**config.mk**
```make
export PLATFORM = sky130hd
export DESIGN_NAME = sgi_target_list_generator_unit
export DESIGN_NICKNAME = d
export VERILOG_FILES = /design/src/hw/rtl/stgu_pkg.sv /design/src/hw/rtl/sgi_target_list_generator_unit.sv /design/src/hw/rtl/stgu_aff_regs.sv
export SDC_FILE = /design/constraint.sdc
export NUM_CORES = 1
export LEC_CHECK = 0
export BUFFER_PORTS_ARGS = -buffer_cell sky130_fd_sc_hd__buf_2
export CORE_AREA = 2 2 155 157
export DETAILED_ROUTE_END_ITERATION = 8
export DIE_AREA = 0 0 157 159
export PLACE_DENSITY_LB_ADDON = 0.2
export SYNTH_ARGS = -nofsm -noshare
export SYNTH_HDL_FRONTEND = slang
export SYNTH_SLANG_ARGS = --single-unit
```
**constraint.sdc**
```tcl
create_clock -name clk -period 6 [get_ports clk]
set_input_delay 1.2 -clock clk [delete_from_list [all_inputs] [get_ports clk]]
set_output_delay 1.2 -clock clk [all_outputs]
set_load 0.02 [all_outputs]
```
**src/hw/rtl/stgu_pkg.sv**
```systemverilog
// stgu_pkg: types, constants and the word packing function of the
// sgi target list generator; no dependencies
package stgu_pkg;

    localparam int MAX_CORES      = 8;
    localparam int DEF_CORE_COUNT = 4;
    localparam int AFF_W          = 40;
    localparam int CLUSTER_W      = 32;
    localparam int TLIST_W        = 16;
    localparam int SGI_W          = 4;
    localparam int MASK_W         = 8;
    localparam int WORD_W         = 56;
    localparam int CFG_IDX_W      = 4;

    typedef struct packed {
        logic [SGI_W-1:0]  sgi_id;
        logic [MASK_W-1:0] target_mask;
    } req_t;

    typedef struct packed {
        logic [WORD_W-1:0] sgi_word;
        logic              last_word;
    } result_t;

    typedef struct packed {
        logic                 en;
        logic [CFG_IDX_W-1:0] idx;
        logic [AFF_W-1:0]     data;
    } cfg_wr_t;

    typedef enum logic [2:0] {
        ST_IDLE  = 3'b001,
        ST_WALK  = 3'b010,
        ST_FLUSH = 3'b100
    } state_t;

    // cluster holds affinity bits 39..8; bits 31..24 of the affinity are not emitted
    function automatic logic [WORD_W-1:0] make_word(
        input logic [CLUSTER_W-1:0] cluster,
        input logic [SGI_W-1:0]     sgi,
        input logic [TLIST_W-1:0]   tlist
    );
        make_word = {cluster[31:24], 8'h00, cluster[15:8], 4'h0, sgi,
                     cluster[7:0], tlist};
    endfunction

endpackage

```
**src/hw/rtl/sgi_target_list_generator_unit.sv**
```systemverilog
// sgi_target_list_generator_unit: top level, walks the target cores one a
// cycle and packs runs of same-cluster cores into sgi words
// depends on stgu_pkg and stgu_aff_regs
//
// channel   | handshake              | payload
// ----------+------------------------+---------------------------------
// request   | start, busy            | req (sgi_id, target_mask)
// result    | result_valid (strobe)  | result (sgi_word, last_word)
// config    | cfg_we                 | cfg_index, cfg_wdata
//
// busy is high from the accepting edge while the walk sequencer steps through the
// cores, one core per cycle, and then in the flush state that closes the open run
// the final word beat comes in the same cycle as busy falls, and a new request is
// taken only while busy is low; words leave one per cycle at most
// the receiver cannot stall, so nothing ever holds the walk back
// reset (rst_n, async low) loads core n affinity with n and idles the sequencer
module sgi_target_list_generator_unit #(
    parameter int CORE_COUNT = stgu_pkg::DEF_CORE_COUNT
) (
    input  logic                          clk,
    input  logic                          rst_n,
    input  logic                          start,
    output logic                          busy,
    input  stgu_pkg::req_t                req,
    output logic                          result_valid,
    output stgu_pkg::result_t             result,
    input  logic                          cfg_we,
    input  logic [stgu_pkg::CFG_IDX_W-1:0] cfg_index,
    input  logic [stgu_pkg::AFF_W-1:0]    cfg_wdata
);
    import stgu_pkg::*;

    localparam int IDX_W = (CORE_COUNT > 1) ? $clog2(CORE_COUNT) : 1;

    state_t                state_reg, state_next;
    logic [IDX_W-1:0]      idx_reg, idx_next;
    logic [CORE_COUNT-1:0] mask_reg, mask_next;
    logic [SGI_W-1:0]      sgi_reg, sgi_next;
    logic                  open_reg, open_next;
    logic [CLUSTER_W-1:0]  cluster_reg, cluster_next;
    logic [TLIST_W-1:0]    tlist_reg, tlist_next;
    logic                  valid_reg, valid_next;
    result_t               out_reg, out_next;

    cfg_wr_t               cfg;
    logic [AFF_W-1:0]      aff;
    logic [CLUSTER_W-1:0]  cl;
    logic [TLIST_W-1:0]    bit_sel;

    assign cfg.en   = cfg_we;
    assign cfg.idx  = cfg_index;
    assign cfg.data = cfg_wdata;

    stgu_aff_regs #(
        .CORE_COUNT (CORE_COUNT),
        .IDX_W      (IDX_W)
    ) u_aff_regs (
        .clk    (clk),
        .rst_n  (rst_n),
        .cfg    (cfg),
        .rd_idx (idx_reg),
        .rd_aff (aff)
    );

    assign cl      = aff[AFF_W-1:8];
    assign bit_sel = TLIST_W'(1) << aff[3:0];

    always_comb
    begin
        state_next   = state_reg;
        idx_next     = idx_reg;
        mask_next    = mask_reg;
        sgi_next     = sgi_reg;
        open_next    = open_reg;
        cluster_next = cluster_reg;
        tlist_next   = tlist_reg;
        valid_next   = 1'b0;
        out_next     = out_reg;
        case (state_reg)
            ST_IDLE:
            begin
                if (start)
                begin
                    mask_next  = req.target_mask[CORE_COUNT-1:0];
                    sgi_next   = req.sgi_id;
                    idx_next   = '0;
                    open_next  = 1'b0;
                    state_next = ST_WALK;
                end
            end
            ST_WALK:
            begin
                if (mask_reg[idx_reg])
                begin
                    if (open_reg && (cl != cluster_reg))
                    begin
                        // cluster changed: close the run, another one follows
                        valid_next         = 1'b1;
                        out_next.sgi_word  = make_word(cluster_reg, sgi_reg, tlist_reg);
                        out_next.last_word = 1'b0;
                        cluster_next       = cl;
                        tlist_next         = bit_sel;
                    end
                    else if (open_reg)
                    begin
                        tlist_next = tlist_reg | bit_sel;
                    end
                    else
                    begin
                        open_next    = 1'b1;
                        cluster_next = cl;
                        tlist_next   = bit_sel;
                    end
                end
                if (idx_reg == IDX_W'(CORE_COUNT - 1))
                begin
                    state_next = ST_FLUSH;
                end
                else
                begin
                    idx_next = idx_reg + IDX_W'(1);
                end
            end
            ST_FLUSH:
            begin
                if (open_reg)
                begin
                    valid_next         = 1'b1;
                    out_next.sgi_word  = make_word(cluster_reg, sgi_reg, tlist_reg);
                    out_next.last_word = 1'b1;
                end
                open_next  = 1'b0;
                state_next = ST_IDLE;
            end
            default:
            begin
                state_next = ST_IDLE;
            end
        endcase
    end

    always_ff @(posedge clk or negedge rst_n)
    begin
        if (!rst_n)
        begin
            state_reg <= ST_IDLE;
            idx_reg   <= '0;
            open_reg  <= 1'b0;
            valid_reg <= 1'b0;
        end
        else
        begin
            state_reg <= state_next;
            idx_reg   <= idx_next;
            open_reg  <= open_next;
            valid_reg <= valid_next;
        end
    end

    always_ff @(posedge clk)
    begin
        mask_reg    <= mask_next;
        sgi_reg     <= sgi_next;
        cluster_reg <= cluster_next;
        tlist_reg   <= tlist_next;
        out_reg     <= out_next;
    end

    assign busy         = (state_reg != ST_IDLE);
    assign result_valid = valid_reg;
    assign result       = out_reg;

endmodule

```
**src/hw/rtl/stgu_aff_regs.sv**
```systemverilog
// stgu_aff_regs: per-core affinity registers with a plain write port
// and one read port; depends on stgu_pkg
module stgu_aff_regs #(
    parameter int CORE_COUNT = stgu_pkg::DEF_CORE_COUNT,
    parameter int IDX_W      = (CORE_COUNT > 1) ? $clog2(CORE_COUNT) : 1
) (
    input  logic                      clk,
    input  logic                      rst_n,
    input  stgu_pkg::cfg_wr_t         cfg,
    input  logic [IDX_W-1:0]          rd_idx,
    output logic [stgu_pkg::AFF_W-1:0] rd_aff
);
    import stgu_pkg::*;

    logic [AFF_W-1:0] aff_reg [CORE_COUNT];

    // indexes at or above the core count are dropped: those cores are never read
    always_ff @(posedge clk or negedge rst_n)
    begin
        if (!rst_n)
        begin
            for (int i = 0; i < CORE_COUNT; i++)
            begin
                aff_reg[i] <= AFF_W'(i);
            end
        end
        else if (cfg.en && (cfg.idx < CFG_IDX_W'(CORE_COUNT)))
        begin
            aff_reg[cfg.idx[IDX_W-1:0]] <= cfg.data;
        end
    end

    assign rd_aff = aff_reg[rd_idx];

endmodule

```
== Word-level counts from Yosys, hierarchy flattened ==
Cells that the tools add are included.

* $lt $le $gt $ge: 5
* Shift-type cells: 1
* Bitwise gates (word level): 3
* Equality and inequality tests: 14
* Reductions and logical operators: 13
* $add $sub $neg: 1
* Multiplexer cells: 30

{| class="wikitable"
|+ Operators with widths
! operator !! count
|-
| 57-bit 2-to-1 mux || 3
|-
| 160-bit bitwise mux || 1
|-
| 40-bit 2-to-1 mux || 3
|-
| 57-bit one-hot mux with 2 select lines || 1
|-
| 40-bit binary-select mux with 2-bit select || 1
|-
| 40-bit demux with 2-bit select || 1
|-
| 32-bit 2-to-1 mux || 2
|-
| 16-bit 2-to-1 mux || 2
|-
| 32-bit != test || 1
|-
| 16-bit bitwise OR || 1
|-
| 1-bit by 4-bit << shifter with 16-bit output (first input constant) || 1
|-
| 2-bit != test (second input constant) || 7
|-
| 4-bit AND reduction || 2
|-
| 1-bit 2-to-1 mux || 7
|-
| 3-bit greater-or-equal comparator (second input constant) || 2
|-
| 3-bit 2-to-1 mux || 2
|-
| 2-bit inverter with 3-bit output || 2
|-
| 3-bit one-hot mux with 2 select lines || 1
|-
| 2-bit AND reduction || 3
|-
| 3-bit AND reduction || 2
|-
| 4-bit by 3-bit < comparator with 1-bit output (second input constant) || 1
|-
| 2-bit 2-to-1 mux || 2
|-
| 2-bit one-hot mux with 2 select lines || 1
|-
| 2-bit nonzero test || 2
|-
| other kinds (14) || 16
|}

* Output and inout port bits: 59
* Flip-flop bits (word level): 280
* Input port bits: 60

== Longest topological paths before layout ==
Gate-level depths: netlist (run 1).

* Depth in word-level cells: 9
* Gate-level depth with buffers: 9
* Gate-level depth less buffers: 6

== Hierarchy ==
Synthesis (run 1) repeated with hierarchy kept, for this count alone.

* Cells, all modules: 639
* Area, all modules: 11053.1 µm²

{| class="wikitable"
|+ By module, submodules not included
! module !! area an instance (µm²) !! cells an instance !! instances
|-
| stgu_aff_regs || 6906.6 || 391 || 1
|-
| sgi_target_list_generator_unit || 4146.5 || 248 || 1
|}

== Worst setup path before layout (run 1) ==
No wires, ideal clock.

* Path kind: flip-flop to flip-flop
* Start point: register idx_reg[1]
* End point: register out_reg (netlist bit result[0]), enable pin
* Required time: 5593 ps
* Setup slack: 2617 ps
* Stages on the path, launching flop included: 7
* Arrival time: 2976 ps
* Cell sequence: dfrtp_1 clkbuf_1 buf_2 mux4_2 and3_1 and2_1 a22o_1

* Longest elaborated chain between the ends: 8

{| class="wikitable"
|+ RTL lines
! what !! line !! text
|-
| from (decl) || sgi_target_list_generator_unit.sv:36 || <nowiki>logic [IDX_W-1:0] idx_reg, idx_next;</nowiki>
|-
| from (signal assigned) || sgi_target_list_generator_unit.sv:154 || <nowiki>idx_reg <= idx_next;</nowiki>
|-
| 2-bit inverter with 3-bit output (implied by the code) || stgu_aff_regs.sv:33 || <nowiki>assign rd_aff = aff_reg[rd_idx];</nowiki>
|-
| 40-bit binary-select mux with 2-bit select || stgu_aff_regs.sv:33 ||
|-
| 40-bit 2-to-1 mux (implied by the code) (2 in series) || stgu_aff_regs.sv:33 ||
|-
| 32-bit != test || sgi_target_list_generator_unit.sv:95 || <nowiki>if (open_reg && (cl != cluster_reg))</nowiki>
|-
| 1-bit logical AND || sgi_target_list_generator_unit.sv:95 ||
|-
| 2-bit != test (no source line) || -- ||
|-
| 4-bit AND reduction (no source line) (*) || -- ||
|-
| to (signal assigned) || sgi_target_list_generator_unit.sv:166 || <nowiki>out_reg <= out_next;</nowiki>
|-
| to (decl) || sgi_target_list_generator_unit.sv:43 || <nowiki>result_t out_reg, out_next;</nowiki>
|}

Every way passes the cells marked *; elsewhere a longest branch is shown, timed or not. The select of a mux whose other input is x is not followed.
A chain may end at the register's enable or synchronous reset.

== Final worst setup path (run 1) ==
* Start point: register idx_reg[0]
* End point: register out_reg (netlist bit result[36]), enable pin

* Longest elaborated chain between the ends: 8

{| class="wikitable"
|+ RTL lines
! what !! line !! text
|-
| 2-bit inverter with 3-bit output (implied by the code) || stgu_aff_regs.sv:33 ||
|-
| 40-bit binary-select mux with 2-bit select || stgu_aff_regs.sv:33 ||
|-
| 40-bit 2-to-1 mux (implied by the code) (2 in series) || stgu_aff_regs.sv:33 ||
|-
| via aff[17] || sgi_target_list_generator_unit.sv:46 || <nowiki>logic [AFF_W-1:0] aff;</nowiki>
|-
| 32-bit != test || sgi_target_list_generator_unit.sv:95 ||
|-
| 1-bit logical AND || sgi_target_list_generator_unit.sv:95 ||
|-
| 2-bit != test (no source line) || -- ||
|-
| 4-bit AND reduction (no source line) || -- ||
|}

The timed path passes the listed nets, and every way through them passes these cells. The select of a mux whose other input is x is not followed.

==> results of run 1 <==
-- cells in the mapped netlist, types with 6 or more instances --
library cell,n,area share [%]
mux4_2,37,8.1
o22ai_1,16,0.97
buf_4,12,0.87
edfxtp_1,101,29
nand4_1,9,0.55
nor2_1,6,0.22
xnor2_1,32,2.7
dfrtp_1,146,35
mux2_2,17,1.9
mux2_1,127,14
clkbuf_1,19,0.69
nand2_1,25,0.91
-- metal layers --
| metal | global-route usage (%) | share of wire (%) | wire length (um) |
|---|---|---|---|
| met1 | 22.27 | 42 | 8756 |
| met2 | 29.49 | 50 | 10410 |
| met3 | 3.538 | 5.2 | 1067 |
| met5 | 0 | 0.20 | 41 |
| met4 | 3.837 | 1.9 | 401 |
-- logic make-up after synthesis --
family                   after synthesis
flip-flops                           252
multiplexers                         182
AND/OR/NAND/NOR                       62
buffers and inverters                 42
XOR/XNOR                              32
AO/OA/AOI/OAI                         26
adder cells (fa/ha/maj)                1
other                                  1
-- critical path, stage by stage, from the launching register on --
cell	delay (ps)
dfrtp_2	980
buf_4	420
buf_4	230
mux4_2	530
xnor2_1	200
nand4_1	130
nor4_2	300
nand2_2	280
a22o_2	480
buf_4	340
-- final cells by class --
cell class	instances	area share, %
flip-flops and latches	252	56.83
multi-input cells	315	27.65
clock buffers	36	6.078
repair buffers	109	4.827
well taps	319	3.326
clock inverters	14	1.178
inverters	3	0.09383
diodes	1	0.02085
-- power groups by stage --
| stage | clock, mW | combinational, mW | sequential (mW) |
|---|---|---|---|
| CTS | 1.67 | 1.02 | 2.42 |
| floorplan | 0 | 0.862 | 2.31 |
| global placement | 0 | 0.977 | 2.42 |
| finish | 1.63 | 0.996 | 2.41 |
| detailed placement | 0 | 1.01 | 2.45 |
| global route | 1.74 | 1.10 | 2.47 |
-- final timing paths --
| check | start | endpoint | slack, ps | cells past startpoint |
|---|---|---|---|---|
| max in group asynchronous | rst_n | idx_reg[1]$_DFFE_PN0P_ | 3940 | 2 |
| max reg2reg | idx_reg[0]$_DFFE_PN0P_ | result[36]$_DFFE_PP_ | 1790 | 9 |
| max | idx_reg[0]$_DFFE_PN0P_ | result[36]$_DFFE_PP_ | 1790 | 9 |
| min in group asynchronous | rst_n | u_aff_regs.aff_reg[61]$_DFFE_PN0P_ | 760 | 1 |
| min | sgi_reg[0]$_DFFE_PP_ | result[25]$_DFFE_PP_ | 420 | 0 |
| min reg2reg | sgi_reg[0]$_DFFE_PP_ | result[25]$_DFFE_PP_ | 420 | 0 |
-- stage by stage --
step	instance area, um^2	setup WS (ps)
3_5_place_dp	11130	1670
3_3_place_gp	11130	1737
6_report	12000	1790
5_1_grt	12000	1381
2_1_floorplan	10350	2617
4_1_cts	12000	1652
-- placed cells by master (no fill, tap or decap), types with 3 or more instances in the layout --
master / n
buf_2: 97
buf_4: 11
bufinv_16: 3
clkbuf_1: 7
clkbuf_16: 27
clkinv_1: 6
clkinv_2: 4
conb_1: 12
dfrtp_1: 144
dfstp_2: 5
edfxtp_1: 101
inv_1: 3
mux2_1: 127
mux2_2: 17
mux4_2: 37
nand2_1: 24
nand2b_1: 5
nand4_1: 9
nor2_1: 5
o22ai_1: 16
xnor2_1: 32
==> flow_summary.toml, run 1 <==
[outcome]
status = "complete, no violations"

[sta]
fin_crit_ps = 4210
drv_slew = 0
setup_viol = 0
holdWs_ps = 421.7
post-route-period-util_pct = 70.16
maxSlewHeadroom_pct = 34.61
tns_ps = 0
fmax_ghz = 0.2375
tightest_slew_ps = 980.9
rsz0062_at_grt = "false"
hold_violations = 0
skew_ps = 12.44

[synth]
synth_ff_type = "dfrtp_1"
synth_top_family_by_area = "multiplexers"
synth_cell_type_count = 37
synth_edf_count = 101
ys_ff_latch = 252
avgSynthCellArea_um2 = 17.24
synthCells = 598
synth_mux_area_share_pct = 23.90
yosys.area_share.simple_pct = 3.179
yosys_warnings = 0
synth_seq_area_share_pct = 66.12
synth_fa_ha_area_share_pct = 0.1213
synthXorXnorAreaFrac_pct = 2.718
synth_compound_gate_area_share_pct = 1.614
mappedNetlistArea_um2 = 10310
synthArstFlopShare_pct = 59.92

[floorplan]
die_w_um = 157
rows = 56
pin_count = 119
initial_core_util_pct = 44.46
dieArea_um2 = 24960
die_h_um = 159
fp.coreArea_um2 = 23190

[clock_network]
cts_resized = 0
cts.sinks = 252
root_buffer = "clkbuf_16"
cts_buffer_depth = 3
postCtsSetupBuffers = 0
numCtsBuffers = 27
cts_tree = "yes"
cts_htree_levels = 1
clock_latency_ps = 530
clk_pin_slew_ps = 60
hold_buffers = 0

[final_layout]
final_cells = 1049
drive_gt1_share_pct = 29.90
final_core_util_pct = 51.75
num-nets-final = 769
synthToLayoutAreaGrowth_pct = 16.39
fill_cells = 1924
seqCellArea_um2 = 6820
largest_reg_flops = 144
multi_input_area_um2 = 3318

[placed_design]
dp.cells = 998
port_buffers = 98
hpwl_um = 12730
place.gp.congestion = 0.8083

[critical_path]
end_kind = "register"
cp-start-kind = "register"
crit_path_max_fanout = 25
critPathKind = "reg2reg"
critical_path_arrival_ps = 4450
cp.required_ps = 6240

[power_and_ir_drop]
pwr-share-clk_pct = 32.4
power.total_mw = 5.044
p_per_area_nw_per_um2 = 420.2
switching_share_pct = 26.66
vdd_drop_max_v = 0.0002508
p_leak_nw = 4.772
pwr-share-seq_pct = 47.9
p_int_mw = 3.699
combPwrFrac_pct = 19.7
power_switching_mw = 1.345

[grt]
grt_overflow = 0
grt_pass1_wl_um = 33310
grtUsageTotal_pct = 17.09
first_global_vias = 5884
antenna_found_initial = 4
grt_max_degree = 106

[detailed_routing]
detail_route.vias_per_cell = 5.252
routed-via-count = 5509
drt_iter0_markers = 166
drc_errors = 0
drtAntennaViolNets = 0
wl_per_cell_um = 19.71
finalWirelength_um = 20680
dr.pass1.iters = 4

[flow_run]
maxCapViolations = 0

[min_path]
hold_class = "reg2reg"
Power figures use the tool's default switching activity.
==> inputs of run 2 (changes only) <==
==> constraint.sdc (replaced) <==
create_clock -name clk -period 3.73 [get_ports clk]
set_input_delay 0.746 -clock clk [delete_from_list [all_inputs] [get_ports clk]]
set_output_delay 0.746 -clock clk [all_outputs]
set_load 0.02 [all_outputs]
==> run 2 against run 1 <==
Net effect: worst hold slack worse by 130 ps; critical path type unchanged; cell area up 0.72%; register-to-register slack worse by 1300 ps; flip-flop and latch count unchanged; sequential power up 59%; highest routed layer unchanged.
==> flow_summary.toml, run 2 (synthesized netlist as in run 1, its figures left out) <==
[outcome]
status = "complete, no violations"

[floorplan]
fp.coreArea_um2 = 23190
pin_count = 119
rows = 56
die_h_um = 159
initial_core_util_pct = 44.46
die_w_um = 157
dieArea_um2 = 24960

[detailed_routing]
dr.max_layer_used = "met5"
finalWirelength_um = 20680
detail_route.vias_per_cell = 5.226
wl_per_cell_um = 19.58
drt-met1-wl_um = 8891
met3_length_um = 1091
dr.pass1.iters = 4
drtAntennaViolNets = 0
drt_iter0_markers = 205
routed-via-count = 5519
drc_errors = 0
wl_met2_um = 10310

[critical_path]
cpPeakStageDelay_ps = 780
cp.required_ps = 3960
cp_slowest_cell = "dfrtp_2"
crit_family = "flip-flops"
end_kind = "register"
cp_num_buf_inv = 2
cp-start-kind = "register"
critical_path_arrival_ps = 3480
path_cells = "buf_12 > mux4_2 > xnor2_1 > nand4_1 > nor4_2 > nand2_2 > a22o_2 > buf_4"
critPathKind = "reg2reg"
crit_path_max_fanout = 24

[final_layout]
synthToLayoutAreaGrowth_pct = 17.23
num-nets-final = 776
largest_reg_flops = 144
layout_commonest_cell = "dfrtp_1"
drive_gt1_share_pct = 30.88
most-common-layout-cells = "144 x dfrtp_1, 127 x mux2_1, 101 x edfxtp_1"

[grt]
first_global_vias = 6036
grt_max_degree = 91
grt_overflow = 0
grtUsageTotal_pct = 17.07
grt_pass1_wl_um = 33090
antenna_found_initial = 4

[clock_network]
cts_tree = "yes"
numCtsBuffers = 26
clk_pin_slew_ps = 60
cts.sinks = 252
cts_buffer_depth = 3
cts_resized = 0
clock_latency_ps = 520
root_buffer = "clkbuf_16"
hold_buffers = 0
cts_htree_levels = 1
postCtsSetupBuffers = 0

[power_and_ir_drop]
pwr-share-clk_pct = 31.5
p_leak_nw = 4.818
combPwrFrac_pct = 21.0
pwr-share-seq_pct = 47.4
switching_share_pct = 26.31
p_int_mw = 5.955
vdd_drop_max_v = 0.0003329
power_switching_mw = 2.126
p_per_area_nw_per_um2 = 668.5

[sta]
rsz0062_at_grt = "false"
fin_crit_ps = 3252
skew_ps = 11.71
setup_viol = 0
tightest_slew_ps = 841.8
setup_slack_ps = 477.6
post-route-period-util_pct = 87.19
maxSlewHeadroom_pct = 43.82
hold_violations = 0
tns_ps = 0
fmax_ghz = 0.3075
drv_slew = 0

[placed_design]
port_buffers = 98
hpwl_um = 13430
place.gp.congestion = 0.7975
place_ws_ps = 432.5

[flow_run]
maxCapViolations = 0

[min_path]
hold_class = "in2async"
[run 2: worst reg2reg max path: cells and delay by family (launching register included)]
family,cells,cell delay (ps)
DFF,1,780
buffers and inverters,2,530
xor gates and xnor gates,1,180
AOI/OAI and AO/OA,1,240
and+or+nand+nor,3,690
muxes,1,540
[run 2: per-stage QoR]
stage	hold WS (ps)	total power, mW	utilization (%)	area [um^2]	cells
after floorplan	400.3	5.104	-	10350	609
after detailed placement	412.8	5.620	48.40	11230	1006
after global placement	409.6	5.511	48.40	11230	1006
final	293.1	8.081	52.12	12090	1056
after CTS	319.6	8.188	52.10	12080	1054
after global routing	357.2	8.497	52.11	12090	1055
[run 2: metal layers]
| metal | up-vias | global-route usage (%) |
|---|---|---|
| li1 | 2460 | - |
| met1 | 2870 | 22.49 |
| met2 | 152 | 29.11 |
| met3 | 33 | 3.756 |
| met4 | 4 | 3.670 |
| met5 | - | 0 |
[run 2: final timing paths]
check                                        from                            endpoint  slack (ps)  cells after the start
max                        idx_reg[0]$_DFFE_PN0P_                result[49]$_DFFE_PP_         480                      8
min                                         rst_n  u_aff_regs.aff_reg[61]$_DFFE_PN0P_         290                      1
max reg2reg                idx_reg[0]$_DFFE_PN0P_                result[49]$_DFFE_PP_         480                      8
min reg2reg                  sgi_reg[1]$_DFFE_PP_                result[26]$_DFFE_PP_         420                      0
max in group asynchronous                   rst_n   u_aff_regs.aff_reg[1]$_DFFE_PN1P_        2530                      2
min in group clk                           req[8]                sgi_reg[0]$_DFFE_PP_         420                      1
[run 2: area by class of cell]
| type | instances | area (um^2) |
|---|---|---|
| Clock inverter | 5 | 50.05 |
| Multi-Input combinational cell | 315 | 3318 |
| Sequential cell | 252 | 6820 |
| Antenna cell | 2 | 5.005 |
| Tap cell | 319 | 399.1 |
| Fill cell | 1866 | 11100 |
| Timing Repair Buffer | 117 | 676.9 |
| Inverter | 3 | 11.26 |
| Clock buffer | 43 | 807.0 |
[run 2: power groups by stage]
stage / Combinational [mW] / Clock [mW] / Sequential, mW
2_1_floorplan: 1.39 / 0 / 3.72
3_3_place_gp: 1.67 / 0 / 3.84
3_5_place_dp: 1.73 / 0 / 3.89
4_1_cts: 1.74 / 2.61 / 3.84
5_1_grt: 1.87 / 2.72 / 3.90
6_report: 1.70 / 2.55 / 3.83
==> inputs of run 3 (changes only) <==
--- a/config.mk
+++ b/config.mk
@@ -5,10 +5,10 @@
 export SDC_FILE = /design/constraint.sdc
 export NUM_CORES = 1
 export LEC_CHECK = 0
-export BUFFER_PORTS_ARGS = -buffer_cell sky130_fd_sc_hd__buf_2
 export CORE_AREA = 2 2 155 157
 export DETAILED_ROUTE_END_ITERATION = 8
 export DIE_AREA = 0 0 157 159
+export DONT_BUFFER_PORTS = 1
 export PLACE_DENSITY_LB_ADDON = 0.2
 export SYNTH_ARGS = -nofsm -noshare
 export SYNTH_HDL_FRONTEND = slang
==> run 3 against run 2 <==
Net effect: largest cell class unchanged; first-iteration DRC count increased by 10%; flip-flop and latch count unchanged; critical endpoint is now result[38]$_DFFE_PP_; die area unchanged; the run now ends with negative hold slack left; utilization decreased by 2.3 points; combinational power decreased by 6%; sequential power about the same; maximum frequency increased by 2.7%.
==> flow_summary.toml, run 3 (synthesized netlist as in run 1, its figures left out) <==
[power_and_ir_drop]
p_leak_nw = 4.423
p_int_mw = 5.840
power_switching_mw = 2.106
vdd_drop_max_v = 0.0004240
p_per_area_nw_per_um2 = 687.9
switching_share_pct = 26.50
combPwrFrac_pct = 20.1
pwr-share-seq_pct = 48.3
pwr-share-clk_pct = 31.6

[clock_network]
cts_buffer_depth = 3
cts_htree_levels = 1
clock_latency_ps = 520
root_buffer = "clkbuf_16"
clk_pin_slew_ps = 60
numCtsBuffers = 27
cts.sinks = 252
postCtsSetupBuffers = 0
cts_tree = "yes"

[critical_path]
cp_slowest_cell = "dfrtp_2"
critical_path_arrival_ps = 3400
r2r_end = "result[38]$_DFFE_PP_"
crit_path_max_fanout = 23
critPathKind = "reg2reg"
cpPeakStageDelay_ps = 600
worstReg2RegStart = "idx_reg[0]$_DFFE_PN0P_"
path_cells = "buf_12 > mux4_2 > xnor2_1 > nand4_1 > nor4_2 > nand2_2 > a22o_2 > buf_4"
crit_start = "idx_reg[0]$_DFFE_PN0P_"
reg2reg_slack_ps = 560
cp.required_ps = 3960
reg2reg_depth = 8
cp_num_buf_inv = 2
crit_family = "simple AND/OR/NAND/NOR gates"
endpoint = "result[38]$_DFFE_PP_"
end_kind = "register"
cp_num_cells = 8
cp-start-kind = "register"

[floorplan]
dieArea_um2 = 24960
pin_count = 119
die_w_um = 157
initial_core_util_pct = 44.46
die_h_um = 159
rows = 56
fp.coreArea_um2 = 23190

[grt]
first_global_vias = 5603
grt_overflow = 0
grtUsageTotal_pct = 16.81
grt_max_degree = 152
grt_pass1_wl_um = 32220
antenna_found_initial = 0

[detailed_routing]
finalWirelength_um = 20200
drt_iter0_markers = 226
drtAntennaViolNets = 0
routed-via-count = 5114
drc_errors = 0
wl_per_cell_um = 21.08
dr.pass1.iters = 4
detail_route.vias_per_cell = 5.338

[final_layout]
most-common-layout-cells = "144 x dfrtp_1, 127 x mux2_1, 101 x edfxtp_1"
fill_cells = 1944
num-nets-final = 680
finalInstanceArea_um2 = 11550
synthToLayoutAreaGrowth_pct = 12.03
layout_commonest_cell = "dfrtp_1"
antenna-diode-count = 0
largest_reg_flops = 144
drive_gt1_share_pct = 21.28

[sta]
fin_crit_ps = 3166
drv_slew = 0
setup_viol = 0
post-route-period-util_pct = 84.88
tightest_slew_ps = 757.3
skew_ps = 12.65
rsz0062_at_grt = "false"
maxSlewHeadroom_pct = 49.39
holdWs_ps = -81.53
tns_ps = 0
hold_violations = 146
fmax_ghz = 0.3159

[outcome]
status = "finished, violations left"
violations = "negative hold slack"

[placed_design]
dpl-instance-area_um2 = 10710
hpwl_um = 13110
place.gp.congestion = 0.7706
port_buffers = 0

[flow_run]
maxCapViolations = 0

[min_path]
hold_class = "in2async"
[run 3: stage by stage]
stage	hold slack (ps)	instances	utilization, %	total power [mW]	worst slack (ps)
3_5_place_dp	412.7	909	46.19	5.536	479.0
6_report	-81.53	958	49.81	7.946	564.0
3_3_place_gp	408.9	909	46.19	5.432	501.3
4_1_cts	-100.0	958	49.81	8.065	458.2
2_1_floorplan	400.3	609	-	5.104	347.4
5_1_grt	-108.8	958	49.81	8.371	351.0
[run 3: worst register-to-register path, cell delays in order, from the launching register on]
cell and delay (ps):
dfrtp_2 600, buf_12 280, mux4_2 570, xnor2_1 190, nand4_1 170, nor4_2 410
nand2_2 140, a22o_2 240, buf_4 260
[run 3: timing repair]
item	in CTS	in global routing
endpoints found under the hold margin	146	146
resized for setup	0	0
endpoints found under the setup margin	0	0
[run 3: worst min path at each step]
stage,from,endpoint,slack (ps),cells past startpoint
6_report,rst_n,u_aff_regs.aff_reg[102]$_DFFE_PN0P_,-80,0
4_1_cts,rst_n,u_aff_regs.aff_reg[153]$_DFFE_PN0P_,-100,0
3_3_place_gp,sgi_reg[0]$_DFFE_PP_,result[25]$_DFFE_PP_,410,0
3_5_place_dp,sgi_reg[3]$_DFFE_PP_,result[28]$_DFFE_PP_,410,0
5_1_grt,rst_n,u_aff_regs.aff_reg[119]$_DFFE_PN0P_,-110,0
2_1_floorplan,sgi_reg[0]$_DFFE_PP_,result[25]$_DFFE_PP_,400,0
[run 3: area by class of cell]
class / count / area, um^2 / area share, %
Sequential cell: 252 / 6820 / 59.04
Clock inverter: 14 / 103.9 / 0.8990
Multi-Input combinational cell: 315 / 3318 / 28.73
Tap cell: 319 / 399.1 / 3.455
Inverter: 3 / 11.26 / 0.09749
Timing Repair Buffer: 20 / 162.7 / 1.408
Clock buffer: 35 / 735.7 / 6.369
[run 3: power groups by stage]
stage | Clock, mW | Sequential [mW] | Combinational [mW]
global placement | 0 | 3.85 | 1.59
finish | 2.51 | 3.84 | 1.60
floorplan | 0 | 3.72 | 1.39
detailed placement | 0 | 3.90 | 1.64
CTS | 2.58 | 3.84 | 1.65
global route | 2.70 | 3.91 | 1.76
[run 3: routing by layer]
| metal | share of wire, % | GRT usage (%) | up-vias |
|---|---|---|---|
| li1 | - | - | 2266 |
| met1 | 41 | 21.04 | 2673 |
| met2 | 50 | 28.39 | 139 |
| met3 | 6.6 | 5.144 | 36 |
| met4 | 2.3 | 4.420 | 0 |
| met5 | 0 | 0 | - |
